File: config.mk
export PLATFORM = sky130hd
export DESIGN_NAME = pat_ctrl
export DESIGN_NICKNAME = d
export VERILOG_FILES = /design/src/pat_pkg.sv /design/src/pat_ctrl.sv
export SDC_FILE = /design/constraint.sdc
export NUM_CORES = 1
export LEC_CHECK = 0
export BUFFER_PORTS_ARGS = -buffer_cell sky130_fd_sc_hd__buf_2
export CORE_AREA = 2 2 39 41
export DETAILED_ROUTE_END_ITERATION = 16
export DIE_AREA = 0 0 41 43
export SYNTH_ARGS = -nofsm -noshare
export SYNTH_HDL_FRONTEND = slang
export SYNTH_SLANG_ARGS = --single-unit
File: constraint.sdc
create_clock -name clk_i -period 5.2 [get_ports clk_i]
set_clock_uncertainty 0.1 [all_clocks]
set_input_delay 1.04 -clock clk_i [delete_from_list [all_inputs] [get_ports clk_i]]
set_output_delay 1.04 -clock clk_i [all_outputs]
set_load 0.005 [all_outputs]
File: src/pat_pkg.sv
`default_nettype none
package pat_pkg;

  localparam int TABLE_ENTRIES = 256;
  localparam int IDX_W = $clog2(TABLE_ENTRIES);
  localparam int CNT_W = $clog2(TABLE_ENTRIES + 1);
  localparam int SCAN_W = IDX_W + 1;

  localparam logic [31:0] DAY_SECONDS = 32'd86400;
  localparam logic [7:0] COUNT_MAX = 8'hff;

  localparam logic [7:0] HORIZON_RST = 8'd30;
  localparam logic [7:0] RETRY_RST = 8'd3;
  localparam logic [7:0] MAXF_RST = 8'd10;
  localparam logic [7:0] MINFAIL_RST = 8'd7;
  localparam logic [7:0] DEMOTE_RST = 8'd10;
  localparam logic [15:0] GRACE_RST = 16'd60;
  localparam logic [15:0] FUTURE_RST = 16'd600;
  localparam logic [31:0] MAXAGE_RST = 32'd315360000;

  localparam int KEY_W = 144;
  localparam int DATA_W = 136;

  typedef enum logic [2:0] {
    REG_HORIZON = 3'd0,
    REG_RETRY   = 3'd1,
    REG_MAXF    = 3'd2,
    REG_MINFAIL = 3'd3,
    REG_DEMOTE  = 3'd4,
    REG_GRACE   = 3'd5,
    REG_FUTURE  = 3'd6,
    REG_MAXAGE  = 3'd7
  } reg_idx_e;

  typedef enum logic [1:0] {
    REQ_ADD     = 2'd0,
    REQ_ATTEMPT = 2'd1,
    REQ_GOOD    = 2'd2,
    REQ_FAILED  = 2'd3
  } req_e;

  typedef enum logic [3:0] {
    ST_ADDED      = 4'd0,
    ST_UNROUTABLE = 4'd1,
    ST_PRESENT    = 4'd2,
    ST_TERRIBLE   = 4'd3,
    ST_FULL       = 4'd4,
    ST_UPDATED    = 4'd5,
    ST_PROMOTED   = 4'd6,
    ST_DEMOTED    = 4'd7,
    ST_REMOVED    = 4'd8,
    ST_NOT_FOUND  = 4'd9
  } status_e;

  typedef enum logic [1:0] {
    S_IDLE,
    S_SCAN,
    S_FETCH,
    S_UPDATE
  } state_e;

  typedef struct packed {
    logic capture;
    logic scan;
    logic update;
  } cmd_t;

  typedef struct packed {
    logic scan_done;
    logic out_free;
  } sts_t;

  typedef struct packed {
    logic [15:0] grace;
    logic [15:0] future;
    logic [7:0]  retry;
    logic [7:0]  maxf;
    logic [31:0] hor_thr;
    logic [31:0] minf_thr;
  } cfg_t;

  typedef struct packed {
    logic [31:0] seen;
    logic [31:0] tried_at;
    logic [31:0] counted;
    logic [31:0] success;
    logic [7:0]  count;
  } entry_t;

  function automatic logic terrible(logic [31:0] seen, logic [31:0] tr, logic [31:0] succ,
                                    logic [7:0] cnt, logic [31:0] now, cfg_t c);
    logic r;
    r = 1'b0;
    if (tr != 32'd0 && now > tr && (now - tr) < {16'd0, c.grace}) begin
      r = 1'b0;
    end else if (seen > now && (seen - now) > {16'd0, c.future}) begin
      r = 1'b1;
    end else if (seen != 32'd0 && now > seen && (now - seen) >= c.hor_thr) begin
      r = 1'b1;
    end else if (succ == 32'd0 && cnt >= c.retry) begin
      r = 1'b1;
    end else if (succ != 32'd0 && now > succ && cnt >= c.maxf &&
                 (now - succ) >= c.minf_thr) begin
      r = 1'b1;
    end
    return r;
  endfunction

endpackage
`default_nettype wire

File: src/pat_ctrl.sv
`default_nettype none
module pat_ctrl import pat_pkg::*; (
  input  wire logic clk_i,
  input  wire logic rst_ni,
  input  wire logic in_valid_i,
  output logic      in_ready_o,
  input  wire sts_t sts_i,
  output cmd_t      cmd_o
);

  state_e state_q, state_d;

  always_ff @(posedge clk_i or negedge rst_ni) begin
    if (!rst_ni) begin
      state_q <= S_IDLE;
    end else begin
      state_q <= state_d;
    end
  end

  always_comb begin
    state_d = state_q;
    cmd_o = '0;
    in_ready_o = 1'b0;
    case (state_q)
      S_IDLE: begin
        in_ready_o = 1'b1;
        if (in_valid_i) begin
          cmd_o.capture = 1'b1;
          state_d = S_SCAN;
        end
      end
      S_SCAN: begin
        cmd_o.scan = 1'b1;
        if (sts_i.scan_done) begin
          state_d = S_FETCH;
        end
      end
      S_FETCH: begin
        state_d = S_UPDATE;
      end
      S_UPDATE: begin
        cmd_o.update = 1'b1;
        if (sts_i.out_free) begin
          state_d = S_IDLE;
        end
      end
      default: begin
        state_d = S_IDLE;
      end
    endcase
  end

endmodule
`default_nettype wire

==> key figures <==
Status
  • Status: complete, no violations

Min path
  • Min-Delay Path Depth: 1
  • Min-Delay Endpoint: state_q[1]
  • Hold wc startpoint: state_q[1]
  • Hold WC Path Type: flip-flop to flip-flop

Synth
  • Post-synthesis cell count: 16
  • Unique masters post-synth: 8
  • Warnings from Yosys: 0
  • Synth area leaders: dfrtp_1 (31%), ha_1 (31%), inv_1 (12%)
  • Seq/Total Area, Yosys: 0.310
  • Synth top area share: 0.310
  • Net count after synthesis: 25
  • Mapped cell area: around 160 um2
  • Post-synth top area cell: dfrtp_1
  • Seq cells post-synth: 2
  • Syn_area_per_cell: 10.1 um2

Route
  • DRT antenna net count: 0
  • DRT Pass-1 Iters: 4
  • Vias per cell: 3.28
  • Drt total wl: 298 um
  • WL per Instance: 6.93 um
  • Iteration-0 DRC Markers: 2
  • Via count: roughly 140
  • DRC Markers: 0

Layout
  • Most common cell after layout, fill and taps aside: buf_2
  • Most frequent cells in the layout: buf_2 (8), inv_1 (5), ha_1 (4), clkbuf_4 (3), dfrtp_1 (2)
  • Number of fill cells: 160
  • Share of layout cells above drive strength 1: 0.444
  • Layout Nets: 38
  • Area grow syn2layout: 51.2%
  • Max FFs per register: 2
  • # diodes: 0
  • Most flop-heavy register: state_q
  • Final core utilization: 0.176
  • Top flop regs: state_q x2
  • Fin area: 244 um2

Place
  • Routability Congestion: 0.565
  • PortBufs: 8
  • Area after DPL: between 200 and 250 um2
  • Pre-CTS setup slack: 2.63 ns

Floorplan
  • Core Area: 1380 um2
  • Die H: 43 um
  • Total die area: approximately 1800 um2
  • Starting Density: 0.117
  • FP Rows: 14
  • Die width: 41 um
  • Ports: 9

Pwr
  • Clk pwr share: 0.253
  • Pleak: 0.149 nW
  • Reg power frac: 0.243
  • PD cells: between 500 and 600 nW/um2
  • Switching share of power: 0.361
  • P_sw: 0.0482 mW
  • P_int: around 0.085 mW
  • Peak supply drop: 0.000183 V
  • Logic gate share of total power: 0.504

Worst setup path
  • R2R depth: 4
  • R2r endpoint: state_q[1]
  • Crit Path Max Fanout: 2
  • WS Path Type: input port to output port
  • RR Startpoint: state_q[0]
  • Worst R2R Setup Slack: around 3.5 ns
  • Crit. End Element: output port
  • Critical Path Start Type: input port
  • WP data required: 4.06 ns
  • Critical path arrival: 1.43 ns

Clock network
  • CTS root buffer: clkbuf_4
  • Clock sink count: 2
  • PostCTS Resize Cnt: 0
  • Postcts setup bufs: 0
  • Total CTS buffers: 3
  • CTS Hold Buffers Added: 0
  • Max clock buf depth: 2
  • CTS clk-pin slew, worst paths: 0.03 ns
  • TritonCTS clock tree: built
  • CTS H-Tree Depth: 1
  • Clock Latency Late Sink: approximately 0.22 ns

Global routing
  • GRT Util Overall: 0.0442
  • Vias in the first global route: ~130
  • First-pass GRT wire length: approximately 460 um
  • Initial antenna violation count: 0
  • GRT overflow: 0
  • Pin count of the biggest net entering global routing: 5

Timing
  • Actual slew at the worst max-slew pin: 0.452 ns
  • Period Utilization, post-route: 0.495
  • Achievable Freq: ~400 MHz
  • RSZ-0062 raised after global routing: false
  • Slew HR: 0.699
  • Tmin final: approximately 2.6 ns
  • Final TNS setup: 0 ns
  • Setup ws final: 2.63 ns
  • Final hold vios: 0
  • Max-slew violation count: 0
  • Setup-failing EPs final: 0
  • Final hold slack: around 0.46 ns

Job
  • Max Cap Viol: 0
==> through the flow <==
stage                     instances  power (mW)
after floorplan                  16      0.0782
after global placement           40      0.0999
after detailed placement         40       0.103
after CTS                        43       0.138
after global routing             43       0.153
final                            43       0.133
==> Yosys cell counts <==
master	instances
ha_1	4
nor2_1	1
mux2i_1	1
inv_1	5
mux2_1	1
and2_2	1
dfrtp_1	2
a222oi_1	1
==> per-layer routing <==
metal,part of all wire,GRT usage,vias to the layer above
met5,0,0,-
met4,0,0.0400,0
met3,0.15,0.0471,0
met2,0.36,0.0500,8
met1,0.49,0.0419,60
li1,-,-,73
==> power by group through the flow <==
stage | clock network [mW] | registers, mW | logic [mW]
5_1_grt | 0.0381 | 0.0333 | 0.0817
3_5_place_dp | 0 | 0.0325 | 0.0700
6_report | 0.0338 | 0.0324 | 0.0672
4_1_cts | 0.0359 | 0.0324 | 0.0700
3_3_place_gp | 0 | 0.0322 | 0.0677
2_1_floorplan | 0 | 0.0306 | 0.0475
==> cells by family after synthesis <==
family,share of synthesized area
flops,0.310
buf+inv,0.116
mux,0.132
fa+ha+maj,0.310
simple gates,0.0698
compound gates,0.0620
==> critical path, cell delays in order <==
cell and delay (ns):
buf_2 0.10, and2_2 0.17, buf_2 0.12
==> cell type report <==
class	count	area, um2	area share
Sequential cell	2	50.0	0.205
Clock buffer	3	22.5	0.0923
Tap cell	16	20.0	0.0821
Multi-Input combinational cell	9	92.6	0.379
Timing Repair Buffer	8	40.0	0.164
Inverter	5	18.8	0.0769
==> worst max-delay path by stage <==
| stage | start | to | depth (start not counted) |
|---|---|---|---|
| floorplan | in_valid_i | cmd_o[2] | 1 |
| finish | in_valid_i | cmd_o[2] | 3 |
| detailed placement | in_valid_i | cmd_o[2] | 3 |
| CTS | in_valid_i | cmd_o[2] | 3 |
| global placement | in_valid_i | cmd_o[2] | 3 |
| global route | in_valid_i | cmd_o[2] | 3 |
Note: power is estimated with default switching activity, not from simulation.
